===== src/sv/mrb_pkg.sv =====
`timescale 1ns / 1ps
// ----------------------------------------------------------------------------
// mrb_pkg
// Shared types and constants of the maxrects best-short-side-fit packer.
// ----------------------------------------------------------------------------
package mrb_pkg;

  localparam int FIELD_W   = 14;  // patch and bin size fields
  localparam int ALIGN_W   = 7;
  localparam int POS_W     = 13;
  localparam int CFG_IDX_W = 2;
  localparam int SIZE_W    = 15;  // aligned patch size
  localparam int DIV_STEPS = 15;
  localparam int DCNT_W    = 4;

  localparam logic [CFG_IDX_W-1:0] CFG_BIN_WIDTH  = 2'd0;
  localparam logic [CFG_IDX_W-1:0] CFG_BIN_HEIGHT = 2'd1;
  localparam logic [CFG_IDX_W-1:0] CFG_ALIGNMENT  = 2'd2;

  localparam logic CMD_RESTART = 1'b0;
  localparam logic CMD_PLACE   = 1'b1;

  typedef enum logic [4:0] {
    ST_INIT,
    ST_IDLE,
    ST_RESTART,
    ST_DIV,
    ST_MUL,
    ST_SCAN_RD,
    ST_SCAN_EV,
    ST_PICK,
    ST_SEL_RD,
    ST_SEL_EV,
    ST_UNT_RD,
    ST_UNT_EV,
    ST_REM_TOP,
    ST_REM_RIGHT,
    ST_CRV_RD,
    ST_CRV_EV,
    ST_CRV_PC,
    ST_PR_START,
    ST_PR_IRD,
    ST_PR_ILAT,
    ST_PR_JRD,
    ST_PR_JEV,
    ST_PR_WR,
    ST_OUT_ZERO,
    ST_OUT_FIT
  } mrb_state_t;

  typedef struct packed {
    logic in_ready;
    logic restart;
    logic div_step;
    logic mul;
    logic tbl_rd_best;
    logic scan_ev;
    logic sel_ev;
    logic unt_ev;
    logic rem_top;
    logic rem_right;
    logic crv_ev;
    logic crv_pc;
    logic pr_start;
    logic wrk_rd_j;
    logic pr_ilat;
    logic pr_jev;
    logic pr_wr;
    logic out_zero;
    logic out_fit;
  } mrb_cmd_t;

  typedef struct packed {
    logic in_acc;
    logic in_place;
    logic div_done;
    logic tbl_empty;
    logic found;
    logic i_last;
    logic k_last;
    logic wrk_empty;
    logic pi_last;
    logic j_last;
    logic res_free;
  } mrb_stat_t;

endpackage


===== src/sv/mrb_ctrl.sv =====
`timescale 1ns / 1ps
// ----------------------------------------------------------------------------
// mrb_ctrl
// Sequencer of the packer: steps the datapath through align, scan, split,
// carve and prune for each placement.
// ----------------------------------------------------------------------------
module mrb_ctrl (
  input  logic               clk,
  input  logic               rst,
  input  mrb_pkg::mrb_stat_t stat,
  output mrb_pkg::mrb_cmd_t  cmd
);
  import mrb_pkg::*;

  mrb_state_t state, state_next;

  always_ff @(posedge clk) begin
    if (rst) begin
      state <= ST_INIT;
    end else begin
      state <= state_next;
    end
  end

  always_comb begin
    state_next = state;
    case (state)
      ST_INIT:      state_next = ST_IDLE;
      ST_IDLE: begin
        if (stat.in_acc) begin
          state_next = stat.in_place ? ST_DIV : ST_RESTART;
        end
      end
      ST_RESTART:   state_next = ST_OUT_ZERO;
      ST_DIV: begin
        if (stat.div_done) begin
          state_next = ST_MUL;
        end
      end
      ST_MUL:       state_next = stat.tbl_empty ? ST_OUT_ZERO : ST_SCAN_RD;
      ST_SCAN_RD:   state_next = ST_SCAN_EV;
      ST_SCAN_EV:   state_next = stat.i_last ? ST_PICK : ST_SCAN_RD;
      ST_PICK:      state_next = stat.found ? ST_SEL_RD : ST_OUT_ZERO;
      ST_SEL_RD:    state_next = ST_SEL_EV;
      ST_SEL_EV:    state_next = ST_UNT_RD;
      ST_UNT_RD:    state_next = ST_UNT_EV;
      ST_UNT_EV:    state_next = stat.i_last ? ST_REM_TOP : ST_UNT_RD;
      ST_REM_TOP:   state_next = ST_REM_RIGHT;
      ST_REM_RIGHT: state_next = ST_CRV_RD;
      ST_CRV_RD:    state_next = ST_CRV_EV;
      ST_CRV_EV:    state_next = ST_CRV_PC;
      ST_CRV_PC: begin
        if (stat.k_last) begin
          state_next = stat.i_last ? ST_PR_START : ST_CRV_RD;
        end
      end
      ST_PR_START:  state_next = stat.wrk_empty ? ST_OUT_FIT : ST_PR_IRD;
      ST_PR_IRD:    state_next = ST_PR_ILAT;
      ST_PR_ILAT:   state_next = ST_PR_JRD;
      ST_PR_JRD:    state_next = ST_PR_JEV;
      ST_PR_JEV:    state_next = stat.j_last ? ST_PR_WR : ST_PR_JRD;
      ST_PR_WR:     state_next = stat.pi_last ? ST_OUT_FIT : ST_PR_IRD;
      ST_OUT_ZERO, ST_OUT_FIT: begin
        if (stat.res_free) begin
          state_next = ST_IDLE;
        end
      end
      default:      state_next = ST_IDLE;
    endcase
  end

  always_comb begin
    cmd = '0;
    case (state)
      ST_INIT, ST_RESTART: cmd.restart = 1'b1;
      ST_IDLE:      cmd.in_ready    = 1'b1;
      ST_DIV:       cmd.div_step    = 1'b1;
      ST_MUL:       cmd.mul         = 1'b1;
      ST_SCAN_EV:   cmd.scan_ev     = 1'b1;
      ST_SEL_RD:    cmd.tbl_rd_best = 1'b1;
      ST_SEL_EV:    cmd.sel_ev      = 1'b1;
      ST_UNT_EV:    cmd.unt_ev      = 1'b1;
      ST_REM_TOP:   cmd.rem_top     = 1'b1;
      ST_REM_RIGHT: cmd.rem_right   = 1'b1;
      ST_CRV_EV:    cmd.crv_ev      = 1'b1;
      ST_CRV_PC:    cmd.crv_pc      = 1'b1;
      ST_PR_START:  cmd.pr_start    = 1'b1;
      ST_PR_ILAT:   cmd.pr_ilat     = 1'b1;
      ST_PR_JRD:    cmd.wrk_rd_j    = 1'b1;
      ST_PR_JEV:    cmd.pr_jev      = 1'b1;
      ST_PR_WR:     cmd.pr_wr       = 1'b1;
      ST_OUT_ZERO:  cmd.out_zero    = stat.res_free;
      ST_OUT_FIT:   cmd.out_fit     = stat.res_free;
      default:      cmd = '0;
    endcase
  end

endmodule


===== config.mk =====
export PLATFORM = sky130hd
export DESIGN_NAME = mrb_ctrl
export DESIGN_NICKNAME = d
export VERILOG_FILES = /design/src/sv/mrb_pkg.sv /design/src/sv/mrb_ctrl.sv
export SDC_FILE = /design/constraint.sdc
export NUM_CORES = 1
export LEC_CHECK = 0
export BUFFER_PORTS_ARGS = -buffer_cell sky130_fd_sc_hd__buf_2
export CAP_MARGIN = 20
export CORE_MARGIN = 4
export CORE_UTILIZATION = 30
export CTS_BUF_LIST = sky130_fd_sc_hd__clkbuf_8
export CTS_CLUSTER_SIZE = 40
export DETAILED_ROUTE_END_ITERATION = 8
export GPL_TIMING_DRIVEN = 0
export PLACE_DENSITY = 0.51
export SETUP_SLACK_MARGIN = 0.3
export SYNTH_ARGS = -nofsm -noshare
export SYNTH_HDL_FRONTEND = slang
export SYNTH_SLANG_ARGS = --single-unit

===== constraint.sdc =====
create_clock -name clk -period 2.65 [get_ports clk]
set_input_delay 0 -clock clk [delete_from_list [all_inputs] [get_ports clk]]
set_output_delay 0 -clock clk [all_outputs]
set_load 0.1 [all_outputs]

# --- After elaboration in Yosys (flattened, before gate mapping) ---
# Cells that the tools add are included.
word_totals:
  reg_bits: 5
  in_bits: 13
  output_inout_bits: 19
  word_cells: 66
classes:
  n_eq_ne: 28
  n_mux: 33
  n_reduce_logical: 4
op_table:
  columns: ["operator", "n"]
  rows:
  - ["5-bit one-hot mux with 23 select lines", 1]
  - ["5-bit == test (second input constant)", 9]
  - ["5-bit by 4-bit == test with 1-bit output (second input constant)", 8]
  - ["5-bit two-way mux", 7]
  - ["5-bit by 3-bit == test with 1-bit output (second input constant)", 4]
  - ["1-bit two-way mux", 20]
  - ["5-bit by 2-bit == test with 1-bit output (second input constant)", 2]
  - ["4-bit two-way mux", 2]
  - ["2-bit inequality test (second input constant)", 4]
  - ["5-bit by 1-bit == test with 1-bit output (second input constant)", 1]
  - ["5-bit zero test", 1]
  - ["2-bit two-way mux", 2]
  - ["4-bit AND reduction", 1]
  - ["2-bit OR reduction", 2]
  - ["3-bit two-way mux", 1]

# --- Depth between registers and ports, before layout ---
depth:
  ltp_word: 4
  ltp_mapped: 7

# --- Worst setup path after synthesis ---
# OpenSTA, ideal clock, no wires.
synth_path:
  path_kind: "reg2out"
  startpoint: "register state[0]"
  endpoint: "output cmd[0] (netlist bit)"
  arrival_time_ns: 2.857
  required_ns: 2.650
  setup_slack_ns: -0.207
  path_stages_with_launch: 4
  n_path_buf: 1
  cell_sequence: "dfxtp_1 -> buf_6 -> or3b_4 -> nor3_1"
synth_lines:
  columns: ["item", "line", "text"]
  rows:
  - ["from (decl)", "mrb_ctrl.sv:15", "mrb_state_t state, state_next;"]
  - ["from (signal assigned)", "mrb_ctrl.sv:21", "state <= state_next;"]
  - ["to (decl)", "mrb_ctrl.sv:11", "output mrb_pkg::mrb_cmd_t cmd"]

==> metrics <==
status=finished, final reports clean; Worst EP arrival=~2.1 ns; routed wire length on met2=1.22 mm; Area growth, synth to finish=32.7%; via/cell ratio=between 5 and 6; initial drt markers=67; Seq pwr share=10.3%; nets=171; Max Slew Vio Count=0; largest net degree at the start of global routing=11; Synthesized Nets=135; Sw Ratio=between 50% and 60%; Detail Route Antenna Nets=0; RSZ-0062 raised after global routing=false; top cell type's share of synthesized area=about an eighth; DR vias=roughly 1,000; Die Footprint=around 3400 sq um; Biggest register=state; Slew Limit Headroom=66.8%; Root Driver=clkbuf_8; largest family of logic cells by synthesized area=simple AND/OR/NAND/NOR gates; CTS Sinks=5; H-tree Lvls=1; clock skew=between 0.002 and 0.0025 ns; hold crit path type=in -> reg; postcts setup bufs=0; met1 WL=between 1 and 1.5 mm; All-Layer GR Usage=between 10% and 20%; dpl hpwl=around 2.1 mm; P_int=about 420 uW; WL final=approximately 2.7 mm; Wirelength per Cell=around 15 um; grt ovf=0; initial antenna violation count=0; uppermost layer routed=met4; CP Launch Type=flip-flop; max reg flops=5; simple-gate share of the synthesized area=about two fifths; PwrDens=slightly above 1000 nW/um^2; ranking of synthesized cells by area=dfxtp_1 (13%), nor2_1 (11%), nor3_1 (5.3%), a211oi_1 (5.0%), a21oi_1 (4.6%); compound-gate portion of the synthesized area=31.2%; Routability Congestion=about 0.84; non-filler cells, final=approximately 190; Main synth FF type=dfxtp_1; Max Clock Freq=484 MHz; Setup CP Type=reg -> out; TritonCTS clock tree=done; PortBufs=31; initial core utilization=between 30% and 40%; global-route wire length before repair=4.60 mm; most area-hungry cell type in the Yosys netlist=dfxtp_1; die height=58.3 um; Final TNS setup=0 ns; met3 wire len=about 270 um; Post-CTS Resized=0; final setup fails=0; Max Cap Violations=0; fin crit share=between 70% and 80%; Crit Path Max Fanout=10; mux share of post-synthesis cell area=2.64%; NetSw=~610 uW; I/O Pins=32; DR pass1 iterations=4; Diodes inserted=0; Critical Path RT=~2.7 ns; CP Capture Type=output port; clk slew on worst S/H paths=0.04 ns; Hold Buf Count CTS=0; Num CTS Buffers=3; Syn. warnings=0; Slew @ Worst Pin=roughly 0.50 ns; worst-skew pair later-pin latency=0.22 ns; Post-Synth Adder-Cell Area=0%; Period minus WS final=approximately 2.1 ns; vias in the first global route=~960; Post-Synthesis Cells=approximately 120; largest registers=state x5; placed cell count=181; die width=roughly 58 um; fillcell total=between 200 and 300; FFs w/ async S/R, synth=0%; FP Rows=17; XOR/XNOR Fraction of Synth Area=0%; synthesized area=between 700 and 800 sq um; Hold Vio Cnt, Final=0; DRC viols=0; Distinct cells, synth=36; Seq/Total Area, Yosys=13.2%; Peak VDD IR=~0.00095 V; Tot Pwr=about 1000 uW; Core ar.=2300 sq um; clock buffer depth=2; share of cells above drive strength 1=between 20 and 30%; FF+latch count, synth=5; clock power share=a little over an eighth; P_leak=roughly 0.00042 uW; logic gate share of total power=76.1%; syn avg cell area=between 6 and 7 sq um; EDFF count, synth=0
## cell type report
type	count	area (sq um)	area share (%)
timing repair buffer	31	155	15.4
multi-input combinational	99	586	58.2
tap	28	35.0	3.48
inverter	7	26.3	2.61
clock buffer	3	41.3	4.10
buffer	11	58.8	5.85
sequential	5	100	9.95
clock inverter	1	3.75	0.373
## critical path, stage by stage, from the launching register on
cell and delay (ns):
dfxtp_1 0.32, clkbuf_1 0.35, clkbuf_1 0.40, nand2_1 0.19, nor2_1 0.13, buf_2 0.44
## per-stage QoR
step	hold WS [ns]	worst slack [ns]	area (sq um)	utilization (%)
3_5_place_dp	0.257	0.750	961	41.8
2_1_floorplan	0.0728	0.354	771	-
4_1_cts	0.0262	0.572	1010	43.8
6_report	0.0333	0.583	1010	43.8
3_3_place_gp	0.267	0.717	961	41.8
5_1_grt	0.0193	0.422	1010	43.8
## layout by cell type (no fill, tap or decap), types with 2 or more instances in the layout
master    Yosys  routed
clkbuf_1      7       7
nor3_1        8       6
nand4_1       3       3
dfxtp_1       5       5
nor3_2        0       2
nand2_1       8       8
inv_1         6       7
o21ai_0       5       5
clkbuf_8      0       3
o32ai_1       3       3
o22ai_1       4       4
nand2b_1      4       4
or3_1         3       3
buf_2         1      32
buf_6         2       2
a21oi_1       7       7
nand3_1       6       6
mux2i_1       2       2
nor2b_1       3       3
nor2_1       23      22
a211oi_1      5       5
## kinds of logic (layout without fill, tap and decap cells)
logic type      Yosys count  in the layout
compound gates           33             33
buf+inv                  18             53
flops                     5              5
mux                       2              2
simple gates             64             64
## layer usage
layer	track usage (%)	vias to the layer above
met4	3.64	0
met5	0	-
met3	3.79	2
li1	-	517
met1	24.8	476
met2	25.7	51
## worst paths after layout
path                                from  endpoint  slack [ns]  cells past startpoint
worst max-delay path            state[2]    cmd[2]        0.58                      5
worst min-delay path             stat[0]  state[2]        0.03                      2
worst max register to register  state[2]  state[1]        0.73                      6
worst min register to register  state[4]  state[2]        0.64                      2
## cell usage after synthesis, types with 2 or more instances
cell	number
nor2_1	23
nand2_1	8
nor3_1	8
a21oi_1	7
clkbuf_1	7
inv_1	6
nand3_1	6
a211oi_1	5
dfxtp_1	5
o21ai_0	5
nand2b_1	4
o22ai_1	4
nand4_1	3
nor2b_1	3
o32ai_1	3
or3_1	3
buf_6	2
mux2i_1	2
## power by group through the flow
stage	Combinational, uW	Clock, uW	Sequential, uW
global placement	782	0	107
floorplan	631	0	104
detailed placement	779	0	107
finish	785	140	106
CTS	780	141	106
global route	850	153	110
(Power assumes the default switching activity.)
